`src/hdl/pnsb_pkg.sv`:
```
// ----------------------------------------------------------------------------
// pnsb_pkg
// shared types, codes and constants of the palette scaler blit block
// ----------------------------------------------------------------------------
package pnsb_pkg;

	localparam int unsigned PALETTE_SIZE_DEF  = 256;
	localparam int unsigned SOURCE_PIXELS_DEF = 65536;
	localparam int unsigned FRAC_BITS_DEF     = 16;

	localparam int unsigned APB_ADDR_W = 5;
	localparam int unsigned APB_DATA_W = 32;

	localparam int unsigned DIM_W    = 11;
	localparam int unsigned TDIM_W   = 13;
	localparam int unsigned COORD_W  = 13;
	localparam int unsigned TADDR_W  = 24;
	localparam int unsigned COLOR_W  = 24;
	localparam int unsigned SRCA_W   = 22;

	typedef enum logic [1:0] {
		CMD_PAL_WR  = 2'd0,
		CMD_SRC_WR  = 2'd1,
		CMD_BLIT    = 2'd2,
		CMD_ADVANCE = 2'd3
	} cmd_t;

	typedef enum logic [2:0] {
		REG_RENDER_W  = 3'd0,
		REG_RENDER_H  = 3'd1,
		REG_TARGET_W  = 3'd2,
		REG_TARGET_H  = 3'd3,
		REG_STRIDE    = 3'd4,
		REG_RED_LOW   = 3'd5
	} reg_idx_t;

	typedef enum logic [2:0] {
		DIV_SCALE_X = 3'd0,
		DIV_SCALE_Y = 3'd1,
		DIV_X0      = 3'd2,
		DIV_X1      = 3'd3,
		DIV_Y0      = 3'd4,
		DIV_Y1      = 3'd5
	} div_sel_t;

	typedef struct packed {
		logic [DIM_W-1:0]  render_width;
		logic [DIM_W-1:0]  render_height;
		logic [TDIM_W-1:0] target_width;
		logic [TDIM_W-1:0] target_height;
		logic [TDIM_W-1:0] target_stride;
		logic              red_low_order;
	} cfg_t;

	typedef struct packed {
		logic     pal_wr;
		logic     src_wr;
		logic     blit_start;
		logic     div_load;
		logic     div_store;
		div_sel_t div_sel;
		logic     blit_finish;
		logic     px_mul;
		logic     px_addr;
		logic     px_src;
		logic     px_pal;
		logic     px_out;
	} ctl_t;

	typedef struct packed {
		logic sizes_zero;
		logic scale_zero;
		logic div_done;
		logic blit_active;
	} sts_t;

endpackage

```
`src/hdl/pnsb_ctrl.sv`:
```
// ----------------------------------------------------------------------------
// pnsb_ctrl
// command sequencer: store writes, blit setup divisions, pixel steps
// ----------------------------------------------------------------------------
module pnsb_ctrl (
	input  logic           clk,
	input  logic           arst_n,
	input  logic           start,
	input  logic [1:0]     cmd,
	output logic           busy,
	input  pnsb_pkg::sts_t sts,
	output pnsb_pkg::ctl_t ctl
);

	typedef enum logic [8:0] {
		ST_IDLE     = 9'b000000001,
		ST_DIV_LOAD = 9'b000000010,
		ST_DIV_RUN  = 9'b000000100,
		ST_FINISH   = 9'b000001000,
		ST_PX_MUL   = 9'b000010000,
		ST_PX_ADDR  = 9'b000100000,
		ST_PX_SRC   = 9'b001000000,
		ST_PX_PAL   = 9'b010000000,
		ST_PX_OUT   = 9'b100000000
	} state_t;

	state_t              state_q, state_d;
	pnsb_pkg::div_sel_t  sel_q, sel_d;

	always_comb begin
		state_d = state_q;
		sel_d   = sel_q;
		ctl     = '0;
		ctl.div_sel = sel_q;
		case (state_q)
			ST_IDLE: begin
				if (start) begin
					case (cmd)
						pnsb_pkg::CMD_PAL_WR: ctl.pal_wr = 1'b1;
						pnsb_pkg::CMD_SRC_WR: ctl.src_wr = 1'b1;
						pnsb_pkg::CMD_BLIT: begin
							ctl.blit_start = 1'b1;
							sel_d = pnsb_pkg::DIV_SCALE_X;
							if (!sts.sizes_zero) begin
								state_d = ST_DIV_LOAD;
							end
						end
						pnsb_pkg::CMD_ADVANCE: begin
							if (sts.blit_active) begin
								state_d = ST_PX_MUL;
							end
						end
						default: ;
					endcase
				end
			end
			ST_DIV_LOAD: begin
				if ((sel_q == pnsb_pkg::DIV_X0) && sts.scale_zero) begin
					state_d = ST_IDLE;
				end else begin
					ctl.div_load = 1'b1;
					state_d = ST_DIV_RUN;
				end
			end
			ST_DIV_RUN: begin
				if (sts.div_done) begin
					ctl.div_store = 1'b1;
					state_d = ST_DIV_LOAD;
					case (sel_q)
						pnsb_pkg::DIV_SCALE_X: sel_d = pnsb_pkg::DIV_SCALE_Y;
						pnsb_pkg::DIV_SCALE_Y: sel_d = pnsb_pkg::DIV_X0;
						pnsb_pkg::DIV_X0:      sel_d = pnsb_pkg::DIV_X1;
						pnsb_pkg::DIV_X1:      sel_d = pnsb_pkg::DIV_Y0;
						pnsb_pkg::DIV_Y0:      sel_d = pnsb_pkg::DIV_Y1;
						default:               state_d = ST_FINISH;
					endcase
				end
			end
			ST_FINISH: begin
				ctl.blit_finish = 1'b1;
				state_d = ST_IDLE;
			end
			ST_PX_MUL: begin
				ctl.px_mul = 1'b1;
				state_d = ST_PX_ADDR;
			end
			ST_PX_ADDR: begin
				ctl.px_addr = 1'b1;
				state_d = ST_PX_SRC;
			end
			ST_PX_SRC: begin
				ctl.px_src = 1'b1;
				state_d = ST_PX_PAL;
			end
			ST_PX_PAL: begin
				ctl.px_pal = 1'b1;
				state_d = ST_PX_OUT;
			end
			ST_PX_OUT: begin
				ctl.px_out = 1'b1;
				state_d = ST_IDLE;
			end
			default: state_d = ST_IDLE;
		endcase
	end

	always_ff @(posedge clk or negedge arst_n) begin
		if (!arst_n) begin
			state_q <= ST_IDLE;
			sel_q   <= pnsb_pkg::DIV_SCALE_X;
		end else begin
			state_q <= state_d;
			sel_q   <= sel_d;
		end
	end

	assign busy = (state_q != ST_IDLE);

	a_px_needs_active: assert property (@(posedge clk) disable iff (!arst_n)
		(state_q == ST_PX_MUL) |-> sts.blit_active)
		else $error("pixel step started with no active blit");

	a_div_done_in_run: assert property (@(posedge clk) disable iff (!arst_n)
		sts.div_done |-> (state_q == ST_DIV_RUN))
		else $error("divider finished outside the division wait");

	a_busy_during_setup: assert property (@(posedge clk) disable iff (!arst_n)
		ctl.div_load |=> busy && !ctl.blit_start)
		else $error("new command taken during blit setup");

endmodule

```
`config.mk`:
```
export PLATFORM = sky130hd
export DESIGN_NAME = pnsb_ctrl
export DESIGN_NICKNAME = d
export VERILOG_FILES = /design/src/hdl/pnsb_pkg.sv /design/src/hdl/pnsb_ctrl.sv
export SDC_FILE = /design/constraint.sdc
export NUM_CORES = 1
export LEC_CHECK = 0
export BUFFER_PORTS_ARGS = -buffer_cell sky130_fd_sc_hd__buf_2
export CELL_PAD_IN_SITES_DETAIL_PLACEMENT = 0
export CELL_PAD_IN_SITES_GLOBAL_PLACEMENT = 1
export CORE_UTILIZATION = 35
export DETAILED_ROUTE_END_ITERATION = 8
export PLACE_DENSITY_LB_ADDON = 0.08
export SLEW_MARGIN = 20
export SYNTH_ARGS = -nofsm -noshare
export SYNTH_HDL_FRONTEND = slang
export SYNTH_SLANG_ARGS = --single-unit
```
`constraint.sdc`:
```
create_clock -name clk -period 1.65 [get_ports clk]
set_input_delay 0.0825 -clock clk [delete_from_list [all_inputs] [get_ports clk]]
set_output_delay 0.0825 -clock clk [all_outputs]
set_load 0.005 [all_outputs]
```
==> impl_metrics.xml, run 1 <==
<?xml version="1.0" encoding="UTF-8"?>
<metrics>
  <group name="detailed_routing">
    <metric name="finalWirelength" unit="µm">1810</metric>
    <metric name="tritonroute_pass_1_iters" unit="">4</metric>
    <metric name="route.vias.total" unit="">763</metric>
    <metric name="ant_nets" unit="">0</metric>
    <metric name="detailed_route_vias_per_instance" unit="">5.12</metric>
    <metric name="initial_drc_count" unit="">9</metric>
    <metric name="drt-wirelength-per-cell" unit="µm">12.1</metric>
    <metric name="route.detailed.drc" unit="">0</metric>
  </group>
  <group name="synth">
    <metric name="netlist-cell-type-count" unit="">34</metric>
    <metric name="synth.avg_cell_area" unit="µm²">8.67</metric>
    <metric name="synth_sequential_area_ratio" unit="">0.404</metric>
    <metric name="syn_area" unit="µm²">746</metric>
    <metric name="postSynthNetCount" unit="">95</metric>
    <metric name="yosysWarningCount" unit="">0</metric>
    <metric name="synth-async-reset-ratio" unit="">1.00</metric>
    <metric name="synth_ff_type" unit="">dfrtp_1</metric>
    <metric name="synth_edf_count" unit="">0</metric>
    <metric name="synthCells" unit="">86</metric>
    <metric name="ys_seq_elements" unit="">12</metric>
  </group>
  <group name="die">
    <metric name="initial_standard_cell_utilization_of_the_core" unit="">0.376</metric>
    <metric name="design.die.area" unit="µm²">2320</metric>
    <metric name="die_w" unit="µm">48.2</metric>
    <metric name="floorplan.io_pins" unit="">24</metric>
    <metric name="design.core.area" unit="µm²">1980</metric>
    <metric name="floorplan.die.height" unit="µm">48.2</metric>
    <metric name="num_rows" unit="">16</metric>
  </group>
  <group name="grt">
    <metric name="global_route_wire_length_before_repair" unit="µm">2550</metric>
    <metric name="grt.overflow.total" unit="">0</metric>
    <metric name="number_of_global_route_vias_before_repair" unit="">619</metric>
    <metric name="grt_max_degree" unit="">13</metric>
    <metric name="initial_antenna_violation_count" unit="">0</metric>
    <metric name="grtUsageTotal" unit="">0.157</metric>
  </group>
  <group name="place">
    <metric name="routabilityCongestion" unit="">0.768</metric>
    <metric name="dp.final_hpwl" unit="µm">1300</metric>
    <metric name="port_buffers" unit="">23</metric>
    <metric name="dp_worst_setup_slack" unit="ns">0.0970</metric>
    <metric name="placed_area" unit="µm²">898</metric>
  </group>
  <group name="setup_path">
    <metric name="worstSetupPathType" unit="">reg -&gt; out</metric>
    <metric name="r2r_start" unit="">state_q[5]</metric>
    <metric name="startpoint" unit="">state_q[5]</metric>
    <metric name="r2r.worst_path.cells" unit="">6</metric>
    <metric name="worstPathMaxFanout" unit="">6</metric>
    <metric name="startpoint_type" unit="">flop</metric>
    <metric name="setup.worst_path.end_class" unit="">primary output</metric>
    <metric name="worst_ep_required_time" unit="ns">1.57</metric>
    <metric name="timing.critical_path.arrival" unit="ns">1.68</metric>
  </group>
  <group name="pwr">
    <metric name="clock_power_share" unit="">0.269</metric>
    <metric name="comb_power_share" unit="">0.330</metric>
    <metric name="sw_frac_of_total" unit="">0.318</metric>
    <metric name="cellPowerDensity" unit="nW/µm²">781</metric>
    <metric name="intPower" unit="mW">0.578</metric>
    <metric name="leakage" unit="nW">0.510</metric>
    <metric name="power.switching" unit="mW">0.269</metric>
    <metric name="pwr-share-seq" unit="">0.401</metric>
    <metric name="ir_worst_vdd" unit="µV">545</metric>
  </group>
  <group name="sta">
    <metric name="final.setup.tns" unit="ns">-0.415</metric>
    <metric name="timing.slew.headroom" unit="">0.693</metric>
    <metric name="final-hold-violation-count" unit="">0</metric>
    <metric name="layout_min_cycle_time" unit="ns">1.76</metric>
    <metric name="setup_viol" unit="">6</metric>
    <metric name="tightest_slew" unit="ns">0.454</metric>
    <metric name="clock.fmax" unit="MHz">568</metric>
    <metric name="rsz0062_at_grt" unit="">true</metric>
    <metric name="fin_crit_sh" unit="">1.07</metric>
    <metric name="timing.clock.skew" unit="ns">0.000911</metric>
    <metric name="final-max-slew-violation-count" unit="">0</metric>
    <metric name="timing.hold.ws" unit="ns">0.111</metric>
    <metric name="final_critical_path_setup_slack" unit="ns">-0.111</metric>
  </group>
  <group name="finish">
    <metric name="final_area" unit="µm²">1080</metric>
    <metric name="flow.area_growth_from_synthesis" unit="%">45.3</metric>
    <metric name="num_antenna_cells" unit="">0</metric>
    <metric name="drive_above_1_share" unit="">0.484</metric>
    <metric name="layout.nets" unit="">132</metric>
    <metric name="commonest_cells_after_routing_fill_and_taps_aside" unit="">23 x buf_2, 10 x nor2_1, 10 x buf_4, 10 x dfrtp_1, 9 x nand2_1</metric>
    <metric name="layout_commonest_cell" unit="">buf_2</metric>
  </group>
  <group name="run">
    <metric name="max_cap_viol_count" unit="">0</metric>
  </group>
  <group name="clock_tree">
    <metric name="maximum_clock_path_buffer_count" unit="">2</metric>
    <metric name="tritoncts.num_buffers" unit="">3</metric>
    <metric name="root_buffer" unit="">clkbuf_4</metric>
    <metric name="worst_skew_pair_later_pin_latency" unit="ns">0.26</metric>
    <metric name="clock_sinks" unit="">12</metric>
    <metric name="worst_setup_hold_path_clk_slew" unit="ns">0.08</metric>
    <metric name="clock_tree_from_tritoncts" unit="">yes</metric>
    <metric name="clock_tree.htree_level_count" unit="">1</metric>
  </group>
  <group name="outcome">
    <metric name="violations" unit="">negative setup slack</metric>
    <metric name="outcome" unit="">complete, but fails checks</metric>
  </group>
  <group name="worst_hold_path">
    <metric name="worst_hold_startpoint" unit="">sts[1]</metric>
    <metric name="min-delay-path-class" unit="">in -&gt; reg</metric>
    <metric name="whs_path_depth" unit="">3</metric>
  </group>
</metrics>
Yosys cell counts, types with 2 or more instances:
cell type / instances / area share
nor2_1: 11 / 0.055
nor3_1: 2 / 0.013
nand3_1: 2 / 0.013
dfrtp_1: 11 / 0.37
nor4b_1: 2 / 0.023
inv_1: 3 / 0.015
nand2b_1: 4 / 0.034
nand4_1: 3 / 0.025
or2_2: 2 / 0.017
buf_4: 2 / 0.020
nand3b_1: 2 / 0.020
a21oi_1: 5 / 0.034
nor4_1: 6 / 0.050
nand2_1: 11 / 0.055
state kept, by name, indices dropped and copies added (netlist names):
register  cells
state_q       9
sel_q         3
cell families (layout without fill, tap and decap cells):
logic type / Yosys count / count (layout) / share of synthesized area
AND/OR/NAND/NOR: 53 / 53 / 0.411
AO/OA/AOI/OAI: 14 / 14 / 0.129
flip-flops: 12 / 12 / 0.404
buffers and inverters: 7 / 43 / 0.0554
final timing paths:
path / to / slack, ns
setup / recovery: ctl[9] / -0.11
hold / removal: sel_q[1] / 0.11
setup reg to reg: sel_q[0] / 0.03
hold reg to reg: sel_q[1] / 0.57
max in group asynchronous: state_q[0] / 1.16
min in group asynchronous: sel_q[0] / 0.22
per-layer routing:
metal  global-route usage  share of wire
met5                    0              0
met4               0.0500         0.0050
met3               0.0222          0.037
met2                0.237           0.47
met1                0.231           0.49
per-stage QoR:
| step | utilization | instances | total power [mW] |
|---|---|---|---|
| floorplan | - | 86 | 0.481 |
| global placement | 0.453 | 137 | 0.550 |
| detailed placement | 0.453 | 137 | 0.552 |
| CTS | 0.521 | 148 | 0.817 |
| global route | 0.547 | 149 | 0.904 |
| finish | 0.547 | 149 | 0.847 |
timing repair:
action                                  CTS  global route
pin swaps                                 4             4
setup buffers                             6             1
hold endpoints to repair                 12             0
resized for setup                         9             9
hold buffers                              1             0
endpoints found under the setup margin    9            12
final cells by class:
| class | count | area [µm²] |
|---|---|---|
| Clock buffer | 4 | 36.3 |
| Timing Repair Buffer | 35 | 211 |
| Multi-Input combinational cell | 67 | 484 |
| Fill cell | 191 | 898 |
| Tap cell | 27 | 33.8 |
| Sequential cell | 12 | 303 |
| Inverter | 4 | 15.0 |
worst max-delay path, stage by stage (launching register included):
cell and delay, ns:
dfrtp_1 0.41, nor4_4 0.37, and4_2 0.36, nand2_1 0.10, inv_2 0.07, buf_2 0.10
power groups by stage:
| stage | combinational (mW) | clock, mW | sequential [mW] |
|---|---|---|---|
| detailed placement | 0.210 | 0 | 0.342 |
| global route | 0.313 | 0.248 | 0.343 |
| global placement | 0.209 | 0 | 0.341 |
| floorplan | 0.145 | 0 | 0.335 |
| CTS | 0.245 | 0.234 | 0.337 |
| finish | 0.279 | 0.228 | 0.339 |
No activity file was read; power rests on OpenSTA's default activity.
==> run 2, diff against run 1 <==
--- a/config.mk
+++ b/config.mk
@@ -5,11 +5,12 @@
 export SDC_FILE = /design/constraint.sdc
 export NUM_CORES = 1
 export LEC_CHECK = 0
-export BUFFER_PORTS_ARGS = -buffer_cell sky130_fd_sc_hd__buf_2
 export CELL_PAD_IN_SITES_DETAIL_PLACEMENT = 0
 export CELL_PAD_IN_SITES_GLOBAL_PLACEMENT = 1
-export CORE_UTILIZATION = 35
+export CORE_MARGIN = 4
+export CORE_UTILIZATION = 40
 export DETAILED_ROUTE_END_ITERATION = 8
+export DONT_BUFFER_PORTS = 1
 export PLACE_DENSITY_LB_ADDON = 0.08
 export SLEW_MARGIN = 20
 export SYNTH_ARGS = -nofsm -noshare
==> impl_metrics.xml, run 2 (synthesis results as in run 1) <==
<?xml version="1.0" encoding="UTF-8"?>
<metrics>
  <group name="finish">
    <metric name="count_of_placed_standard_cells_in_the_final_layout_fillers_left_out" unit="">130</metric>
    <metric name="num_antenna_cells" unit="">0</metric>
    <metric name="flow.area_growth_from_synthesis" unit="%">44.3</metric>
    <metric name="layout.nets" unit="">115</metric>
    <metric name="largest_register" unit="">state_q</metric>
    <metric name="commonest_cells_after_routing_fill_and_taps_aside" unit="">13 x buf_4, 10 x nor2_1, 10 x dfrtp_1</metric>
    <metric name="reg_top3" unit="">state_q x9, sel_q x3</metric>
    <metric name="layout_commonest_cell" unit="">buf_4</metric>
    <metric name="drive_above_1_share" unit="">0.400</metric>
    <metric name="largest_register_ff_count" unit="">9</metric>
    <metric name="fin_util" unit="">0.616</metric>
  </group>
  <group name="detailed_routing">
    <metric name="initial_drc_count" unit="">9</metric>
    <metric name="top_layer" unit="">met4</metric>
    <metric name="ant_nets" unit="">0</metric>
    <metric name="routed-wl-met2" unit="µm">953</metric>
    <metric name="dr_wl_met3" unit="µm">114</metric>
    <metric name="finalWirelength" unit="µm">1950</metric>
    <metric name="detailed_route_vias_per_instance" unit="">5.56</metric>
    <metric name="tritonroute_pass_1_iters" unit="">4</metric>
    <metric name="route.detailed.drc" unit="">0</metric>
    <metric name="drt-wirelength-per-cell" unit="µm">15.0</metric>
    <metric name="met1_length" unit="µm">867</metric>
    <metric name="route.vias.total" unit="">723</metric>
  </group>
  <group name="pwr">
    <metric name="ir_worst_vdd" unit="µV">494</metric>
    <metric name="leakage" unit="nW">0.435</metric>
    <metric name="cellPowerDensity" unit="nW/µm²">804</metric>
  </group>
  <group name="setup_path">
    <metric name="r2r.worst_path.cells" unit="">5</metric>
    <metric name="r2r_start" unit="">state_q[4]</metric>
    <metric name="setup.worst_path.end_class" unit="">primary output</metric>
    <metric name="worstPathMaxFanout" unit="">5</metric>
    <metric name="timing.critical_path.arrival" unit="ns">1.64</metric>
    <metric name="startpoint" unit="">state_q[4]</metric>
    <metric name="worstSetupPathType" unit="">reg -&gt; out</metric>
    <metric name="startpoint_type" unit="">flop</metric>
    <metric name="worst_ep_required_time" unit="ns">1.57</metric>
  </group>
  <group name="sta">
    <metric name="final.setup.tns" unit="ns">-0.216</metric>
    <metric name="rsz0062_at_grt" unit="">true</metric>
    <metric name="timing.clock.skew" unit="ns">0.00836</metric>
    <metric name="timing.slew.headroom" unit="">0.621</metric>
    <metric name="setup_viol" unit="">6</metric>
    <metric name="fin_crit_sh" unit="">1.05</metric>
    <metric name="final-hold-violation-count" unit="">0</metric>
    <metric name="clock.fmax" unit="MHz">579</metric>
    <metric name="tightest_slew" unit="ns">0.567</metric>
    <metric name="timing.hold.ws" unit="ns">0.0307</metric>
    <metric name="final-max-slew-violation-count" unit="">0</metric>
    <metric name="layout_min_cycle_time" unit="ns">1.73</metric>
    <metric name="final_critical_path_setup_slack" unit="ns">-0.0765</metric>
  </group>
  <group name="place">
    <metric name="routabilityCongestion" unit="">0.752</metric>
    <metric name="numPlacedInstances" unit="">118</metric>
    <metric name="port_buffers" unit="">0</metric>
    <metric name="dp.final_hpwl" unit="µm">1320</metric>
  </group>
  <group name="clock_tree">
    <metric name="clock_sinks" unit="">12</metric>
    <metric name="clock_tree_from_tritoncts" unit="">yes</metric>
    <metric name="clock_tree.htree_level_count" unit="">1</metric>
    <metric name="worst_skew_pair_later_pin_latency" unit="ns">0.28</metric>
    <metric name="tritoncts.num_buffers" unit="">3</metric>
    <metric name="root_buffer" unit="">clkbuf_4</metric>
    <metric name="worst_setup_hold_path_clk_slew" unit="ns">0.08</metric>
    <metric name="maximum_clock_path_buffer_count" unit="">2</metric>
  </group>
  <group name="grt">
    <metric name="grtUsageTotal" unit="">0.158</metric>
    <metric name="grt.overflow.total" unit="">0</metric>
    <metric name="global_route_wire_length_before_repair" unit="µm">3060</metric>
    <metric name="number_of_global_route_vias_before_repair" unit="">722</metric>
    <metric name="initial_antenna_violation_count" unit="">0</metric>
    <metric name="grt_max_degree" unit="">13</metric>
  </group>
  <group name="worst_hold_path">
    <metric name="worst_hold_startpoint" unit="">sts[1]</metric>
    <metric name="min-delay-path-class" unit="">in -&gt; reg</metric>
    <metric name="whs_path_depth" unit="">2</metric>
  </group>
  <group name="die">
    <metric name="initial_standard_cell_utilization_of_the_core" unit="">0.427</metric>
    <metric name="floorplan.io_pins" unit="">24</metric>
    <metric name="die_w" unit="µm">51.2</metric>
    <metric name="num_rows" unit="">15</metric>
    <metric name="floorplan.die.height" unit="µm">51.2</metric>
    <metric name="design.core.area" unit="µm²">1750</metric>
    <metric name="design.die.area" unit="µm²">2620</metric>
  </group>
  <group name="outcome">
    <metric name="outcome" unit="">complete, but fails checks</metric>
    <metric name="violations" unit="">negative setup slack</metric>
  </group>
  <group name="run">
    <metric name="max_cap_viol_count" unit="">0</metric>
  </group>
</metrics>
-- run 2: cell types whose count changed in the layout (fill, tap and decap cells not counted), sizes merged --
cell         previous run  this run
buf                    34        14
dlygate4sd3             1         4
-- run 2: final cells by class --
cell class / count / area [µm²]
fill: 169 / 669
multi-input combinational: 67 / 539
sequential: 12 / 303
timing repair buffer: 18 / 149
clock buffer: 4 / 36.3
tap: 25 / 31.3
inverter: 4 / 17.5
-- run 2: stage by stage --
stage / worst slack [ns] / area (µm²) / total power [mW]
after floorplan: 0.132 / 746 / 0.481
after global placement: 0.119 / 826 / 0.521
after detailed placement: 0.105 / 826 / 0.520
after CTS: -0.0719 / 1000 / 0.826
after global routing: -0.178 / 1080 / 0.916
final: -0.0765 / 1080 / 0.866
-- run 2: path summary, 6_finish.rpt --
| check | slack, ns | to |
|---|---|---|
| setup / recovery | -0.08 | ctl[12] |
| hold / removal | 0.03 | sel_q[2] |
| setup reg to reg | 0.09 | sel_q[0] |
| hold reg to reg | 0.61 | sel_q[1] |
| max in group asynchronous | 1.01 | state_q[3] |
| min in group asynchronous | 0.23 | state_q[8] |
-- run 2: report_power, final --
group	internal (mW)	switching, mW	total, mW
combinational	0.118	0.173	0.291
clock	0.134	0.104	0.238
sequential	0.317	0.0195	0.337
total	0.569	0.296	0.866
-- run 2: layer usage --
metal	GRT usage	up-vias
met5	0	-
li1	-	355
met3	0.0671	2
met1	0.199	346
met2	0.247	20
met4	0.0404	0
-- run 2: what timing repair did --
action | CTS | global route
pin swaps | 5 | 7
resized for setup | 15 | 13
hold endpoints to repair | 16 | 0
hold buffers | 4 | 0
setup endpoints to repair | 8 | 12
gates cloned | 0 | 0
buffers inserted | 3 | 1
-- run 2: critical path, stage by stage (launching register included) --
cell	delay [ns]
dfrtp_1	0.43
nor4_4	0.39
nand2_2	0.12
or2_4	0.28
nor4_4	0.15
